--- src/sv/smi_pkg.sv ---
// shared types and constants for the switch management master
// no dependencies; imported by smi_seq and smi_switch_register_master_top
package smi_pkg;

    localparam logic [7:0] CMD_READ  = 8'ha9;
    localparam logic [7:0] CMD_WRITE = 8'hb8;

    localparam logic [1:0] REQ_NONE        = 2'd0;
    localparam logic [1:0] REQ_READ        = 2'd1;
    localparam logic [1:0] REQ_WRITE       = 2'd2;
    localparam logic [1:0] REQ_WRITE_NOACK = 2'd3;

    localparam logic [2:0] BYTE_CMD     = 3'd0;
    localparam logic [2:0] BYTE_ADDR_LO = 3'd1;
    localparam logic [2:0] BYTE_ADDR_HI = 3'd2;
    localparam logic [2:0] BYTE_DATA_LO = 3'd3;
    localparam logic [2:0] BYTE_DATA_HI = 3'd4;
    localparam logic [2:0] BYTE_END     = 3'd5;

    localparam logic [3:0] RETRY_LIMIT_RESET = 4'd5;

    localparam int IN_TDATA_W  = 40;
    localparam int OUT_TDATA_W = 24;

    typedef enum logic [3:0] {
        PH_IDLE     = 4'd0,
        PH_START    = 4'd1,
        PH_W_DATA   = 4'd2,
        PH_W_CLKH   = 4'd3,
        PH_W_CLKL   = 4'd4,
        PH_ACK_CLKH = 4'd5,
        PH_ACK_SAMP = 4'd6,
        PH_R_CLKH   = 4'd7,
        PH_R_SAMP   = 4'd8,
        PH_A_DATA   = 4'd9,
        PH_A_CLKH   = 4'd10,
        PH_A_CLKL   = 4'd11,
        PH_STOP     = 4'd12
    } phase_t;

    typedef struct packed {
        logic [1:0]  req_type;
        logic [15:0] reg_address;
        logic [15:0] write_value;
        logic        mdio_sample;
    } tick_t;

    typedef struct packed {
        logic        clock_level;
        logic        data_level;
        logic        data_drive;
        logic        busy_res;
        logic        done_res;
        logic [15:0] read_result;
        logic        status;
    } res_t;

endpackage

--- src/sv/smi_seq.sv ---
// transaction sequencer: holds the bus state and advances by one step per tick word
// depends on smi_pkg
module smi_seq (
    input  logic          clk,
    input  logic          rst_n,
    input  logic          step,
    input  smi_pkg::tick_t tick,
    input  logic [3:0]    retry_limit,
    output smi_pkg::res_t res
);
    import smi_pkg::*;

    phase_t      phase_reg, phase_next;
    logic [3:0]  bit_count_reg, bit_count_next;
    logic [2:0]  byte_index_reg, byte_index_next;
    logic [15:0] shift_data_reg, shift_data_next;
    logic [3:0]  retry_count_reg, retry_count_next;
    logic [1:0]  kind_reg, kind_next;
    logic [15:0] addr_reg, addr_next;
    logic [15:0] wval_reg, wval_next;
    logic        err_reg, err_next;
    logic        clk_line_reg, clk_line_next;
    logic        dat_line_reg, dat_line_next;
    logic        drv_line_reg, drv_line_next;

    logic [7:0]  cur_byte;
    logic [2:0]  byte_inc;
    logic [3:0]  rd_pos;
    logic        busy;
    logic        done;
    logic [15:0] rd;
    logic        st;

    always_comb
    begin
        case (byte_index_reg)
            BYTE_CMD:     cur_byte = (kind_reg == REQ_READ) ? CMD_READ : CMD_WRITE;
            BYTE_ADDR_LO: cur_byte = addr_reg[7:0];
            BYTE_ADDR_HI: cur_byte = addr_reg[15:8];
            BYTE_DATA_LO: cur_byte = wval_reg[7:0];
            BYTE_DATA_HI: cur_byte = wval_reg[15:8];
            default:      cur_byte = 8'h00;
        endcase
    end

    assign byte_inc = byte_index_reg + 3'd1;
    // second read byte lands in the upper half
    assign rd_pos = {(byte_index_reg >= BYTE_DATA_HI), bit_count_reg[2:0]};

    always_ff @(posedge clk or negedge rst_n)
    begin
        if (!rst_n)
        begin
            phase_reg       <= PH_IDLE;
            bit_count_reg   <= '0;
            byte_index_reg  <= '0;
            shift_data_reg  <= '0;
            retry_count_reg <= '0;
            kind_reg        <= REQ_NONE;
            addr_reg        <= '0;
            wval_reg        <= '0;
            err_reg         <= 1'b0;
            clk_line_reg    <= 1'b0;
            dat_line_reg    <= 1'b0;
            drv_line_reg    <= 1'b0;
        end
        else if (step)
        begin
            phase_reg       <= phase_next;
            bit_count_reg   <= bit_count_next;
            byte_index_reg  <= byte_index_next;
            shift_data_reg  <= shift_data_next;
            retry_count_reg <= retry_count_next;
            kind_reg        <= kind_next;
            addr_reg        <= addr_next;
            wval_reg        <= wval_next;
            err_reg         <= err_next;
            clk_line_reg    <= clk_line_next;
            dat_line_reg    <= dat_line_next;
            drv_line_reg    <= drv_line_next;
        end
    end

    always_comb
    begin
        phase_next       = phase_reg;
        bit_count_next   = bit_count_reg;
        byte_index_next  = byte_index_reg;
        shift_data_next  = shift_data_reg;
        retry_count_next = retry_count_reg;
        kind_next        = kind_reg;
        addr_next        = addr_reg;
        wval_next        = wval_reg;
        err_next         = err_reg;
        clk_line_next    = clk_line_reg;
        dat_line_next    = dat_line_reg;
        drv_line_next    = drv_line_reg;
        busy             = 1'b1;
        done             = 1'b0;
        rd               = 16'h0000;
        st               = 1'b0;

        unique case (phase_reg)
            PH_START:
            begin
                case (bit_count_reg)
                    4'd0: clk_line_next = 1'b1;
                    4'd1: clk_line_next = 1'b0;
                    4'd2: clk_line_next = 1'b1;
                    4'd3:
                    begin
                        dat_line_next = 1'b0;
                        drv_line_next = 1'b1;
                    end
                    4'd4: clk_line_next = 1'b0;
                    default:
                    begin
                        dat_line_next = 1'b1;
                        drv_line_next = 1'b1;
                    end
                endcase
                if (bit_count_reg >= 4'd5)
                begin
                    phase_next     = PH_W_DATA;
                    bit_count_next = 4'd7;
                end
                else
                begin
                    bit_count_next = bit_count_reg + 4'd1;
                end
            end
            PH_W_DATA:
            begin
                dat_line_next = cur_byte[bit_count_reg[2:0]];
                drv_line_next = 1'b1;
                phase_next    = PH_W_CLKH;
            end
            PH_W_CLKH:
            begin
                clk_line_next = 1'b1;
                phase_next    = PH_W_CLKL;
            end
            PH_W_CLKL:
            begin
                clk_line_next = 1'b0;
                if (bit_count_reg != 4'd0)
                begin
                    bit_count_next = bit_count_reg - 4'd1;
                    phase_next     = PH_W_DATA;
                end
                else if (kind_reg == REQ_WRITE_NOACK && byte_index_reg >= BYTE_DATA_HI)
                begin
                    phase_next     = PH_STOP;
                    bit_count_next = 4'd0;
                end
                else
                begin
                    drv_line_next    = 1'b0;
                    retry_count_next = 4'd0;
                    phase_next       = PH_ACK_CLKH;
                end
            end
            PH_ACK_CLKH:
            begin
                clk_line_next = 1'b1;
                phase_next    = PH_ACK_SAMP;
            end
            PH_ACK_SAMP:
            begin
                clk_line_next = 1'b0;
                if (!tick.mdio_sample)
                begin
                    drv_line_next   = 1'b1;
                    dat_line_next   = 1'b0;
                    byte_index_next = byte_inc;
                    if (kind_reg == REQ_READ && byte_inc >= BYTE_DATA_LO)
                    begin
                        drv_line_next  = 1'b0;
                        bit_count_next = 4'd7;
                        phase_next     = PH_R_CLKH;
                    end
                    else if (byte_inc >= BYTE_END)
                    begin
                        phase_next     = PH_STOP;
                        bit_count_next = 4'd0;
                    end
                    else
                    begin
                        bit_count_next = 4'd7;
                        phase_next     = PH_W_DATA;
                    end
                end
                else if (retry_count_reg >= retry_limit)
                begin
                    // ack timeout: abort through the stop pattern
                    err_next       = 1'b1;
                    drv_line_next  = 1'b1;
                    dat_line_next  = 1'b0;
                    phase_next     = PH_STOP;
                    bit_count_next = 4'd0;
                end
                else
                begin
                    retry_count_next = retry_count_reg + 4'd1;
                    phase_next       = PH_ACK_CLKH;
                end
            end
            PH_R_CLKH:
            begin
                clk_line_next = 1'b1;
                phase_next    = PH_R_SAMP;
            end
            PH_R_SAMP:
            begin
                clk_line_next           = 1'b0;
                shift_data_next[rd_pos] = shift_data_reg[rd_pos] | tick.mdio_sample;
                if (bit_count_reg != 4'd0)
                begin
                    bit_count_next = bit_count_reg - 4'd1;
                    phase_next     = PH_R_CLKH;
                end
                else
                begin
                    drv_line_next = 1'b1;
                    dat_line_next = 1'b0;
                    phase_next    = PH_A_DATA;
                end
            end
            PH_A_DATA:
            begin
                // ack 0 after the low byte, 1 after the high byte
                dat_line_next = (byte_index_reg >= BYTE_DATA_HI);
                drv_line_next = 1'b1;
                phase_next    = PH_A_CLKH;
            end
            PH_A_CLKH:
            begin
                clk_line_next = 1'b1;
                phase_next    = PH_A_CLKL;
            end
            PH_A_CLKL:
            begin
                clk_line_next = 1'b0;
                if (byte_index_reg < BYTE_DATA_HI)
                begin
                    byte_index_next = BYTE_DATA_HI;
                    drv_line_next   = 1'b0;
                    bit_count_next  = 4'd7;
                    phase_next      = PH_R_CLKH;
                end
                else
                begin
                    phase_next     = PH_STOP;
                    bit_count_next = 4'd0;
                end
            end
            PH_STOP:
            begin
                case (bit_count_reg)
                    4'd0:
                    begin
                        dat_line_next = 1'b0;
                        drv_line_next = 1'b1;
                        clk_line_next = 1'b1;
                    end
                    4'd1: dat_line_next = 1'b1;
                    4'd2: clk_line_next = 1'b1;
                    4'd3: clk_line_next = 1'b0;
                    4'd4: clk_line_next = 1'b1;
                    4'd5: clk_line_next = 1'b0;
                    default:
                    begin
                        clk_line_next = 1'b0;
                        dat_line_next = 1'b0;
                        drv_line_next = 1'b0;
                    end
                endcase
                if (bit_count_reg >= 4'd6)
                begin
                    done = 1'b1;
                    st   = err_reg;
                    if (kind_reg == REQ_READ && !err_reg)
                    begin
                        rd = shift_data_reg;
                    end
                    phase_next     = PH_IDLE;
                    bit_count_next = 4'd0;
                end
                else
                begin
                    bit_count_next = bit_count_reg + 4'd1;
                end
            end
            default:
            begin
                phase_next    = PH_IDLE;
                clk_line_next = 1'b0;
                dat_line_next = 1'b0;
                drv_line_next = 1'b0;
                if (tick.req_type != REQ_NONE)
                begin
                    kind_next        = tick.req_type;
                    addr_next        = tick.reg_address;
                    wval_next        = tick.write_value;
                    bit_count_next   = 4'd0;
                    byte_index_next  = BYTE_CMD;
                    shift_data_next  = 16'h0000;
                    retry_count_next = 4'd0;
                    err_next         = 1'b0;
                    dat_line_next    = 1'b1;
                    drv_line_next    = 1'b1;
                    phase_next       = PH_START;
                end
                else
                begin
                    busy = 1'b0;
                end
            end
        endcase
    end

    always_comb
    begin
        res.clock_level = clk_line_next;
        res.data_level  = drv_line_next & dat_line_next;
        res.data_drive  = drv_line_next;
        res.busy_res    = busy;
        res.done_res    = done;
        res.read_result = rd;
        res.status      = st;
    end

endmodule

--- src/sv/smi_switch_register_master_top.sv ---
// top level of the switch management master: input word register, sequencer, result register
// depends on smi_pkg and smi_seq
//
//  channel  | dir | handshake          | payload
//  ---------+-----+--------------------+-------------------------------------------
//  s_*      | in  | s_tvalid/s_tready  | tick word: request, address, data, sample
//  m_*      | out | m_tvalid/m_tready  | line levels, busy, done, read data, status
//  cfg_*    | in  | cfg_valid/cfg_ready| ack retry limit
//
//  one tick word per clock while m_tready does not stall the result register; a word
//  passes the input register, then the sequencer step, and lands in the result register
//  reset leaves the sequencer idle with the clock line low and data released
//  a stall on m_tready holds the result register, then the input register, and
//  only then drops s_tready; the sequencer steps only when a word moves forward
module smi_switch_register_master_top (
    input  logic                                clk,
    input  logic                                rst_n,
    input  logic                                s_tvalid,
    output logic                                s_tready,
    // reg_address[15:0], write_value[31:16], mdio_sample[32], zero fill
    input  logic [smi_pkg::IN_TDATA_W-1:0]      s_tdata,
    // req_type[1:0]
    input  logic [1:0]                          s_tuser,
    output logic                                m_tvalid,
    input  logic                                m_tready,
    // clock_level[0], data_level[1], data_drive[2], busy_res[3], done_res[4],
    // read_result[20:5], status[21], zero fill
    output logic [smi_pkg::OUT_TDATA_W-1:0]     m_tdata,
    input  logic                                cfg_valid,
    output logic                                cfg_ready,
    input  logic [3:0]                          cfg_data
);
    import smi_pkg::*;

    logic       in_valid_reg;
    tick_t      in_word_reg;
    logic       out_valid_reg;
    res_t       out_word_reg;
    logic [3:0] retry_limit_reg;
    logic       advance;
    res_t       step_res;

    assign advance   = in_valid_reg && (!out_valid_reg || m_tready);
    assign s_tready  = !in_valid_reg || advance;
    assign cfg_ready = 1'b1;

    always_ff @(posedge clk or negedge rst_n)
    begin
        if (!rst_n)
        begin
            retry_limit_reg <= RETRY_LIMIT_RESET;
        end
        else if (cfg_valid && cfg_ready)
        begin
            retry_limit_reg <= cfg_data;
        end
    end

    always_ff @(posedge clk or negedge rst_n)
    begin
        if (!rst_n)
        begin
            in_valid_reg <= 1'b0;
        end
        else if (s_tready)
        begin
            in_valid_reg <= s_tvalid;
        end
    end

    always_ff @(posedge clk)
    begin
        if (s_tvalid && s_tready)
        begin
            in_word_reg.req_type    <= s_tuser;
            in_word_reg.reg_address <= s_tdata[15:0];
            in_word_reg.write_value <= s_tdata[31:16];
            in_word_reg.mdio_sample <= s_tdata[32];
        end
    end

    smi_seq u_seq (
        .clk         (clk),
        .rst_n       (rst_n),
        .step        (advance),
        .tick        (in_word_reg),
        .retry_limit (retry_limit_reg),
        .res         (step_res)
    );

    always_ff @(posedge clk or negedge rst_n)
    begin
        if (!rst_n)
        begin
            out_valid_reg <= 1'b0;
        end
        else if (!out_valid_reg || m_tready)
        begin
            out_valid_reg <= in_valid_reg;
        end
    end

    always_ff @(posedge clk)
    begin
        if (advance)
        begin
            out_word_reg <= step_res;
        end
    end

    assign m_tvalid = out_valid_reg;
    assign m_tdata  = {2'b00,
                       out_word_reg.status,
                       out_word_reg.read_result,
                       out_word_reg.done_res,
                       out_word_reg.busy_res,
                       out_word_reg.data_drive,
                       out_word_reg.data_level,
                       out_word_reg.clock_level};

    // a word leaves the input register only into a free result register
    a_no_overwrite: assert property (@(posedge clk) disable iff (!rst_n)
        (out_valid_reg && !m_tready) |-> !advance)
        else $error("result register overwritten while stalled");

    // a done result always comes out of a busy tick
    a_done_busy: assert property (@(posedge clk) disable iff (!rst_n)
        (advance && step_res.done_res) |-> step_res.busy_res)
        else $error("done without busy");

    // status and read data stay zero off the done tick
    a_quiet_fields: assert property (@(posedge clk) disable iff (!rst_n)
        (advance && !step_res.done_res) |->
            (!step_res.status && step_res.read_result == 16'h0000))
        else $error("status or read data outside done");

    // a released line never reports a driven level
    a_released_low: assert property (@(posedge clk) disable iff (!rst_n)
        (advance && !step_res.data_drive) |-> !step_res.data_level)
        else $error("data level high while released");

endmodule
--- config.mk ---
export PLATFORM = sky130hd
export DESIGN_NAME = smi_switch_register_master_top
export DESIGN_NICKNAME = d
export VERILOG_FILES = /design/src/sv/smi_pkg.sv /design/src/sv/smi_seq.sv /design/src/sv/smi_switch_register_master_top.sv
export SDC_FILE = /design/constraint.sdc
export NUM_CORES = 1
export LEC_CHECK = 0
export ABC_AREA = 1
export BUFFER_PORTS_ARGS = -buffer_cell sky130_fd_sc_hd__buf_4
export CAP_MARGIN = 20
export CORE_ASPECT_RATIO = 1.75
export CORE_UTILIZATION = 60
export CTS_BUF_LIST = sky130_fd_sc_hd__clkbuf_4 sky130_fd_sc_hd__clkbuf_8 sky130_fd_sc_hd__clkbuf_16
export CTS_CLUSTER_DIAMETER = 100
export DETAILED_ROUTE_END_ITERATION = 16
export PLACE_DENSITY = 0.92
export SYNTH_ARGS = -nofsm -noshare
export SYNTH_HDL_FRONTEND = slang
export SYNTH_SLANG_ARGS = --single-unit
--- constraint.sdc ---
create_clock -name clk -period 4.65 [get_ports clk]
set_input_delay 0.6975 -clock clk [delete_from_list [all_inputs] [get_ports clk]]
set_output_delay 0.6975 -clock clk [all_outputs]
set_load 0.1 [all_outputs]
==> results.sh, run 1 <==
export IMPL_yosysMostFrequentCell="nand2_1"
export IMPL_dr_pass1_iters=5
export IMPL_slew_headroom_pct=32.7
export IMPL_synth_edff_count=57
export IMPL_gp_congestion=0.912
export IMPL_antenna_found_initial=0
export IMPL_grt_max_degree=76
export IMPL_hold_viol=0
export IMPL_die_w_um=82.8
export IMPL_slew_violations=0
export IMPL_antenna_cells=0
export IMPL_rsz0062_at_grt="false"
export IMPL_worstSetupStartpointType="flop"
export IMPL_die_area_um2=11900
export IMPL_cp_arrival_ps=2990
export IMPL_rr_startpoint="u_seq.byte_index_reg[2]"
export IMPL_start_util_pct=61.7
export IMPL_dp_cells=927
export IMPL_crit_path_start="u_seq.byte_index_reg[2]"
export IMPL_finalSetupViolCount=0
export IMPL_ios=78
export IMPL_post_route_period_util_pct=60.3
export IMPL_cts_buffers=17
export IMPL_critPathMaxFanout=18
export IMPL_worstSetupPathType="flop to flop"
export IMPL_wl_per_cell_um=17.4
export IMPL_drive_gt1_share_pct=19.0
export IMPL_synth_top_area_cell="dfrtp_1"
export IMPL_powerDensity_nw_per_um2=662
export IMPL_num_rows=51
export IMPL_grt_pass1_wl_mm=26.9
export IMPL_irDropWorstVdd_mv=0.482
export IMPL_cts_root_buf="clkbuf_16"
export IMPL_yosys_warnings=0
export IMPL_clk_insertion_delay_late_ps=430
export IMPL_postRouteAntennaNets=0
export IMPL_cts_tree="done"
export IMPL_synth_area_top_cells="dfrtp_1 27%, edfxtp_1 25%, nand2_1 10%"
export IMPL_tns_ps=0
export IMPL_vias=5595
export IMPL_ys_seq_area_share_pct=52.4
export IMPL_syn_area_um2=6850
export IMPL_final_cells=959
export IMPL_yosys_register_bits=132
export IMPL_vias_per_cell=5.83
export IMPL_cts_sinks=132
export IMPL_final_min_clock_period_ps=2800
export IMPL_crit_required_ps=4840
export IMPL_drtIter0Drc=602
export IMPL_crit_path_end_kind="flop"
export IMPL_grt_pass1_vias=5517
export IMPL_synth_top_cells_by_count="185 x nand2_1, 89 x inv_1, 73 x dfrtp_1, 70 x nor2_1, 57 x edfxtp_1"
export IMPL_finalWirelength_mm=16.7
export IMPL_ys_types=45
export IMPL_hold_path_class="input port to async pin"
export IMPL_area_delta_synth_final_pct=17.1
export IMPL_synth_ff_type="dfrtp_1"
export IMPL_leakage_uw=0.00381
export IMPL_hpwlAfterDp_mm=11.1
export IMPL_drc_errors=0
export IMPL_die_h_um=143
export IMPL_largest_reg_flops=35
export IMPL_nets=881
export IMPL_syn_inst=746
export IMPL_synthArstFlopShare_pct=56.8
export IMPL_synth_avg_cell_area_um2=9.18
export IMPL_worstReg2RegEnd="m_tdata[1]"
export IMPL_finClkSkew_ps=12.9
export IMPL_track_usage_pct=31.5
export IMPL_rrSetupSlack_ps=1850
export IMPL_max_freq_mhz=357
export IMPL_cts_resized=0
export IMPL_rr_worst_depth=14
export IMPL_post_cts_hold_buffer_count=0
export IMPL_portBuffers=67
export IMPL_htreeDepth=4
export IMPL_netlist_area_leader_share_pct=26.7
export IMPL_outcome="finished clean"
export IMPL_drv_cap=0
export IMPL_clockBufferDepth=2
export IMPL_tightest_slew_ps=1010
export IMPL_post_cts_buffers=0
export IMPL_gr_total_overflow=0
export IMPL_clkTransAtPathRegs_ps=70
export IMPL_coreArea_um2=11100
layer usage:
layer  part of all wire (%)  vias up  track usage (%)  wire, µm
li1                       -     2590                -         -
met1                     34     2598             33.4      5750
met2                     53      309             53.6      8930
met3                    5.7       98             7.24       954
met4                    6.4        0             21.7      1060
met5                      0        -                0         0
final cells by class:
class / instances / area (µm²)
Timing Repair Buffer: 69 / 518
Clock buffer: 18 / 433
Multi-Input combinational cell: 497 / 2760
Inverter: 97 / 369
Fill cell: 754 / 3080
Clock inverter: 14 / 189
Tap cell: 132 / 165
Sequential cell: 132 / 3590
power by group:
part	total, µW	switching, µW	leakage (µW)	internal (µW)
sequential	1830	276	0.00150	1550
combinational	2050	1360	0.00201	689
clock	1430	559	0.000300	867
total	5310	2200	0.00381	3110
cells in the final DEF (no fill, tap or decap), types with 16 or more instances in the layout:
cell	count
nand2_1	185
inv_1	89
dfrtp_1	73
nor2_1	70
buf_4	69
edfxtp_1	57
nand3_1	50
o21ai_0	42
a21oi_1	30
mux2_4	25
nand3b_1	17
clkbuf_16	17
ha_1	16
through the flow:
stage               power (µW)  cell area (µm²)  hold slack (ps)  util (%)  worst slack [ps]
detailed placement        3800             7400              467      66.6              2000
global placement          3710             7400              438      66.6              2020
floorplan                 3330             6850              402         -              1540
CTS                       5270             8020              440      72.2              1960
finish                    5310             8020              422      72.2              1850
global route              5580             8020              434      72.2              1680
worst max path at each step:
stage | slack [ps] | to | cells after the start
after floorplan | 1540 | in_word_reg[0] | 3
after global placement | 2020 | u_seq.bit_count_reg[2] | 11
after detailed placement | 2000 | u_seq.bit_count_reg[2] | 11
after CTS | 1960 | u_seq.bit_count_reg[2] | 11
after global routing | 1680 | m_tdata[1] | 14
final | 1850 | m_tdata[1] | 14
worst max-delay path, stage by stage (launching register included):
cell and delay [ps]:
dfrtp_1 770, inv_2 310, ha_1 410, nand2_1 130
nand2_1 90, nor2_1 120, nand2_1 60, nand2_1 60
nand2_1 70, nand2_1 100, nand2_1 80, nand3_1 140
nand3_1 110, nand2_1 70, inv_1 30
kinds of logic after synthesis:
kind of cell | synth area share [%]
AOI/OAI and AO/OA | 7.73
xor gates and xnor gates | 0.639
adders and majority gates | 2.92
buffers and inverters | 7.42
DFF | 52.4
muxes | 6.47
other | 0.110
and+or+nand+nor | 22.3
(Power assumes the default switching activity.)
==> run 2: changes to the inputs <==
Settings changed: CORE_UTILIZATION 60 to 59, PLACE_DENSITY 0.92 to 0.9.
Clock period 4.65 ns to 2.8 ns, I/O delays scaled along.
==> run 2 against run 1 <==
Effect of this change: power increased by 63%; fmax increased by 20%; critical path depth decreased by 2; via count decreased by 0.79%; routed wire length decreased by 5.5%; register-to-register slack got worse by 1400 ps; utilization decreased by 0.52 points; clock power increased by 57%; sequential share of layout area decreased by 0.17 points; critical endpoint is now u_seq.bit_count_reg[2]; highest routed layer unchanged.
==> results.sh, run 2 (same netlist as run 1, synthesis figures left out) <==
export IMPL_cts_tree="done"
export IMPL_finalWirelength_mm=15.8
export IMPL_slowest_delay_ps=460
export IMPL_timing_critical_path_slowest_stage_cell="a21oi_1"
export IMPL_ios=78
export IMPL_hold_viol=0
export IMPL_placed_area_um2=7460
export IMPL_final_cell_mix="185 x nand2_1, 89 x inv_1, 76 x buf_4, 72 x dfrtp_1, 70 x nor2_1"
export IMPL_portBuffers=67
export IMPL_crit_path_end_kind="flop"
export IMPL_post_route_period_util_pct=83.8
export IMPL_cts_sinks=132
export IMPL_fillers=802
export IMPL_cts_root_buf="clkbuf_16"
export IMPL_coreArea_um2=11200
export IMPL_num_rows=51
export IMPL_path_buf_inv=3
export IMPL_postRouteAntennaNets=0
export IMPL_finalSetupViolCount=0
export IMPL_start_util_pct=61.0
export IMPL_powerDensity_nw_per_um2=1080
export IMPL_max_freq_mhz=426
export IMPL_rsz0062_at_grt="false"
export IMPL_post_cts_buffers=0
export IMPL_vias_per_cell=5.75
export IMPL_drive_gt1_share_pct=19.9
export IMPL_post_cts_hold_buffer_count=0
export IMPL_track_usage_pct=27.6
export IMPL_worstSetupPathType="flop to flop"
export IMPL_drtIter0Drc=496
export IMPL_grt_pass1_vias=5363
export IMPL_outcome="finished clean"
export IMPL_worstSetupStartpointType="flop"
export IMPL_die_area_um2=12100
export IMPL_tns_ps=0
export IMPL_antenna_cells=0
export IMPL_largest_reg_flops=35
export IMPL_final_common_cell="nand2_1"
export IMPL_final_min_clock_period_ps=2350
export IMPL_vias=5551
export IMPL_critPathMaxFanout=8
export IMPL_htreeDepth=4
export IMPL_gr_total_overflow=0
export IMPL_finClkSkew_ps=8.44
export IMPL_path_delay_family="compound AO/OA/AOI/OAI gates"
export IMPL_cp_cell_sequence="inv_1, ha_1, inv_1, nand3_1, nand2_1, inv_1, nand2_1, nand2_1, a21oi_1, nand2_1, o21ai_1, o21ai_0"
export IMPL_die_w_um=83.5
export IMPL_drc_errors=0
export IMPL_tightest_slew_ps=985
export IMPL_grt_max_degree=76
export IMPL_area_delta_synth_final_pct=17.6
export IMPL_clockBufferDepth=2
export IMPL_cts_resized=0
export IMPL_leakage_uw=0.00383
export IMPL_antenna_found_initial=0
export IMPL_cp_arrival_ps=2640
export IMPL_gp_congestion=0.955
export IMPL_clkTransAtPathRegs_ps=60
export IMPL_wl_per_cell_um=16.3
export IMPL_nets=888
export IMPL_hold_path_class="input port to async pin"
export IMPL_fin_area_um2=8050
export IMPL_crit_required_ps=3090
export IMPL_clk_insertion_delay_late_ps=420
export IMPL_hpwlAfterDp_mm=10.6
export IMPL_drv_cap=0
export IMPL_dr_pass1_iters=5
export IMPL_slew_headroom_pct=34.3
export IMPL_crit_top_cell="nand2_1"
export IMPL_seqCellArea_um2=3590
export IMPL_irDropWorstVdd_mv=0.819
export IMPL_die_h_um=145
export IMPL_multi_input_comb_area_um2=2760
export IMPL_slew_violations=0
export IMPL_cts_buffers=17
export IMPL_grt_pass1_wl_mm=25.5
[run 2: cell types whose count changed in the layout (fill, tap and decap cells not counted)]
cell,previous run,this run
buf_4,69,76
inv_8,2,1
dfrtp_2,0,1
nand3_2,0,1
clkinvlp_4,2,3
dfrtp_1,73,72
nand3_1,50,49
bufinv_16,3,2
clkinv_4,2,3
[run 2: layout make-up]
class,instances,share of cell area (%)
sequential,132,44.6
multi-input combinational,497,34.3
timing repair buffer,76,7.08
clock buffer,18,5.38
inverter,97,4.58
tap,132,2.05
clock inverter,14,2.04
[run 2: worst paths after layout]
check | slack [ps] | cells after the start | from | endpoint
max | 450 | 12 | u_seq.byte_index_reg[0] | u_seq.bit_count_reg[2]
min reg2reg | 470 | 1 | in_word_reg[21] | u_seq.addr_reg[4]
min in group clk | 170 | 1 | s_tdata[3] | in_word_reg[20]
min | 140 | 1 | rst_n | retry_limit_reg[3]
max reg2reg | 450 | 12 | u_seq.byte_index_reg[0] | u_seq.bit_count_reg[2]
max in group asynchronous | 2000 | 1 | rst_n | u_seq.drv_line_reg
[run 2: routing by layer]
metal	global-route usage, %	routed length [µm]	up-vias
met2	50.0	8330	232
met4	17.0	850	0
met3	6.34	660	83
li1	-	-	2595
met1	29.1	5930	2641
met5	0	0	-
[run 2: through the flow]
| step | std cells | worst slack (ps) | power, µW | utilization [%] | hold slack [ps] |
|---|---|---|---|---|---|
| after floorplan | 747 | 215 | 5540 | - | 124 |
| after global placement | 934 | 578 | 6240 | 66.4 | 437 |
| after detailed placement | 934 | 563 | 6320 | 66.4 | 462 |
| after CTS | 966 | 540 | 8620 | 71.7 | 158 |
| after global routing | 966 | 276 | 9120 | 71.7 | 154 |
| final | 966 | 454 | 8670 | 71.7 | 138 |
[run 2: report_power, final]
group | internal (µW) | switching [µW] | leakage [µW]
Clock | 1340 | 903 | 0.000284
Sequential | 2580 | 375 | 0.00150
Combinational | 1190 | 2280 | 0.00205
==> run 3: changes to the inputs <==
Settings changed: ABC_AREA 1 to 0, CORE_UTILIZATION 59 to 53, PLACE_DENSITY 0.9 to 0.86.
Clock period 2.8 ns to 2 ns, I/O delays scaled along.
==> run 3 against run 2 <==
Effect of this change: the run now ends with setup timing left; worst hold slack got worse by 92 ps; first-iteration DRC count grew 20%; global-route usage up 5.2 points; power is 72% higher; clock power rose by 35%; routed wire length grew 29%; non-clock buffer count up 136; critical path depth is 3 lower; area after synthesis is 2.9% lower; clock skew increased by 3.9 ps; setup slack worse by 890 ps; via count grew 11%; largest power group unchanged.
==> results.sh, run 3 <==
export IMPL_synth_avg_cell_area_um2=9.97
export IMPL_seqCellArea_um2=3600
export IMPL_crit_path_end_kind="flop"
export IMPL_grt_max_degree=51
export IMPL_finalWirelength_mm=20.4
export IMPL_die_h_um=150
export IMPL_leakage_uw=0.00424
export IMPL_cts_sinks=132
export IMPL_num_rows=53
export IMPL_start_util_pct=54.8
export IMPL_syn_area_um2=6650
export IMPL_synth_area_top_cells="dfrtp_1 27%, edfxtp_1 26%, nand2_1 8.0%"
export IMPL_syn_inst=667
export IMPL_synth_top_area_cell="dfrtp_1"
export IMPL_ys_seq_area_share_pct=54.0
export IMPL_crit_path_start="u_seq.bit_count_reg[0]"
export IMPL_hpwlAfterDp_mm=14.3
export IMPL_fillers=758
export IMPL_worstSetupEndpoint="u_seq.retry_count_reg[0]"
export IMPL_grt_pass1_wl_mm=31.5
export IMPL_die_w_um=86.7
export IMPL_drv_cap=0
export IMPL_cp_arrival_ps=2780
export IMPL_final_cell_mix="194 x buf_4, 138 x nand2_1, 68 x dfrtp_1, 57 x edfxtp_1, 31 x a21oi_1"
export IMPL_rr_worst_depth=9
export IMPL_hold_viol=0
export IMPL_largest_reg_flops=35
export IMPL_yosys_warnings=0
export IMPL_outcome="finished with violations"
export IMPL_dp_cells=992
export IMPL_vias=6167
export IMPL_clk_insertion_delay_late_ps=430
export IMPL_antenna_cells=0
export IMPL_cts_tree="done"
export IMPL_wl_met3_mm=1.02
export IMPL_drc_errors=0
export IMPL_critPathMaxFanout=5
export IMPL_grt_pass1_vias=6345
export IMPL_yosysMostFrequentCell="nand2_1"
export IMPL_antenna_found_initial=0
export IMPL_ios=78
export IMPL_synthArstFlopShare_pct=56.8
export IMPL_worstSetupStartpointType="flop"
export IMPL_multi_input_comb_area_um2=3450
export IMPL_dp_slack_ps=-440
export IMPL_final_common_cell="buf_4"
export IMPL_worstSetupPathType="flop to flop"
export IMPL_finClkSkew_ps=12.3
export IMPL_powerDensity_nw_per_um2=1550
export IMPL_rrSetupSlack_ps=-440
export IMPL_rsz0062_at_grt="true"
export IMPL_drive_gt1_share_pct=42.0
export IMPL_slew_violations=0
export IMPL_final_cells=1035
export IMPL_vias_per_cell=5.96
export IMPL_gr_total_overflow=0
export IMPL_coreArea_um2=12100
export IMPL_whs_ps=45.9
export IMPL_clkTransAtPathRegs_ps=70
export IMPL_synth_top_cells_by_count="141 x nand2_1, 73 x dfrtp_1, 57 x edfxtp_1, 39 x a21oi_1, 31 x nor3_1"
export IMPL_yosys_register_bits=132
export IMPL_rr_startpoint="u_seq.bit_count_reg[0]"
export IMPL_nets=924
export IMPL_dr_pass1_iters=7
export IMPL_portBuffers=67
export IMPL_worstReg2RegEnd="u_seq.retry_count_reg[0]"
export IMPL_track_usage_pct=32.8
export IMPL_ys_types=62
export IMPL_post_route_period_util_pct=122
export IMPL_wl_met1_mm=7.09
export IMPL_htreeDepth=4
export IMPL_final_core_util_pct=79.4
export IMPL_finalSetupViolCount=72
export IMPL_highest_layer="met4"
export IMPL_clockBufferDepth=2
export IMPL_postRouteAntennaNets=0
export IMPL_crit_required_ps=2350
export IMPL_cts_root_buf="clkbuf_16"
export IMPL_drtIter0Drc=596
export IMPL_irDropWorstVdd_mv=1.02
export IMPL_violations="setup timing"
export IMPL_wl_per_cell_um=19.7
export IMPL_final_min_clock_period_ps=2440
export IMPL_routed_wl_met2_mm=10.9
export IMPL_synth_edff_count=57
export IMPL_hold_path_class="input port to flop"
export IMPL_synth_ff_type="dfrtp_1"
export IMPL_die_area_um2=13000
export IMPL_cts_buffers=17
export IMPL_area_delta_synth_final_pct=44.9
export IMPL_power_uw=15000
export IMPL_setup_ws_ps=-436
export IMPL_netlist_area_leader_share_pct=27.5
export IMPL_max_freq_mhz=410
export IMPL_gp_congestion=0.942
==> run 3: cell count changes after synthesis, moves of 10 or more <==
cell      previous run  this run
nand2b_1             0        13
nand2_1            185       141
nor2_1              70        27
nand3_1             50        15
nor3_1               5        31
nand3b_1            17         1
clkbuf_1             4        28
mux2_4              25         0
o21ai_0             42        26
a22oi_1              0        10
inv_1               89        19
and2_1               0        25
==> run 3: layout make-up <==
class | instances | share of cell area (%)
Clock buffer | 17 | 4.41
Clock inverter | 15 | 1.61
Inverter | 20 | 0.948
Multi-Input combinational cell | 474 | 35.8
Sequential cell | 132 | 37.4
Tap cell | 165 | 2.14
Timing Repair Buffer | 212 | 17.7
==> run 3: where the power goes <==
part           leakage [µW]  internal (µW)  total (µW)  switching (µW)
Combinational       0.00245           3540        7800            4260
Clock              0.000282           1670        3040            1380
Sequential          0.00151           3510        4110             600
==> run 3: routing by layer <==
layer  up-vias  GRT usage (%)
li1       2759              -
met1      3003           35.2
met2       304           58.0
met3       101           5.70
met4         0           22.5
met5         -              0
==> run 3: worst min path at each step <==
| stage | from | to | slack [ps] | cells after the start |
|---|---|---|---|---|
| finish | s_tdata[7] | in_word_reg[24] | 50 | 1 |
| global route | s_tdata[28] | in_word_reg[13] | 30 | 1 |
| CTS | s_tdata[32] | in_word_reg[0] | 40 | 1 |
| detailed placement | rst_n | u_seq.wval_reg[8] | 270 | 1 |
| global placement | rst_n | u_seq.wval_reg[11] | 270 | 1 |
| floorplan | rst_n | in_valid_reg | 4 | 0 |
==> run 3: timing repair <==
item	in CTS	in global routing
endpoints found under the setup margin	73	74
setup buffers	8	8
gates resized for setup	78	47
gates cloned	0	0
hold endpoints to repair	29	0
hold buffers	1	0
pin swaps	21	12
==> run 3: worst max-delay path: stages, from the launching register on <==
cell and delay [ps]:
dfrtp_1 390, buf_6 140, inv_8 50, ha_4 110, or3b_4 390, a21oi_2 140
o32ai_2 100, or4b_4 520, or4_1 420, o21ai_1 100
==> run 3: cell families (layout without fill, tap and decap cells) <==
group | Yosys count | count (layout) | share of synthesized area, %
AND/OR/NAND/NOR | 291 | 291 | 20.7
AO/OA/AOI/OAI | 147 | 147 | 14.5
flip-flops | 132 | 132 | 54.0
buffers and inverters | 62 | 264 | 4.06
adder cells (fa/ha/maj) | 16 | 16 | 3.01
multiplexers | 16 | 16 | 3.46
other | 2 | 3 | 0.113
XOR/XNOR | 1 | 1 | 0.132
==> run 3: through the flow <==
stage,TNS (ps),area (µm²)
after floorplan,-17720,6880
after global placement,-12350,8390
after detailed placement,-12840,8390
after CTS,-8140,9370
after global routing,-17520,9640
final,-12330,9640
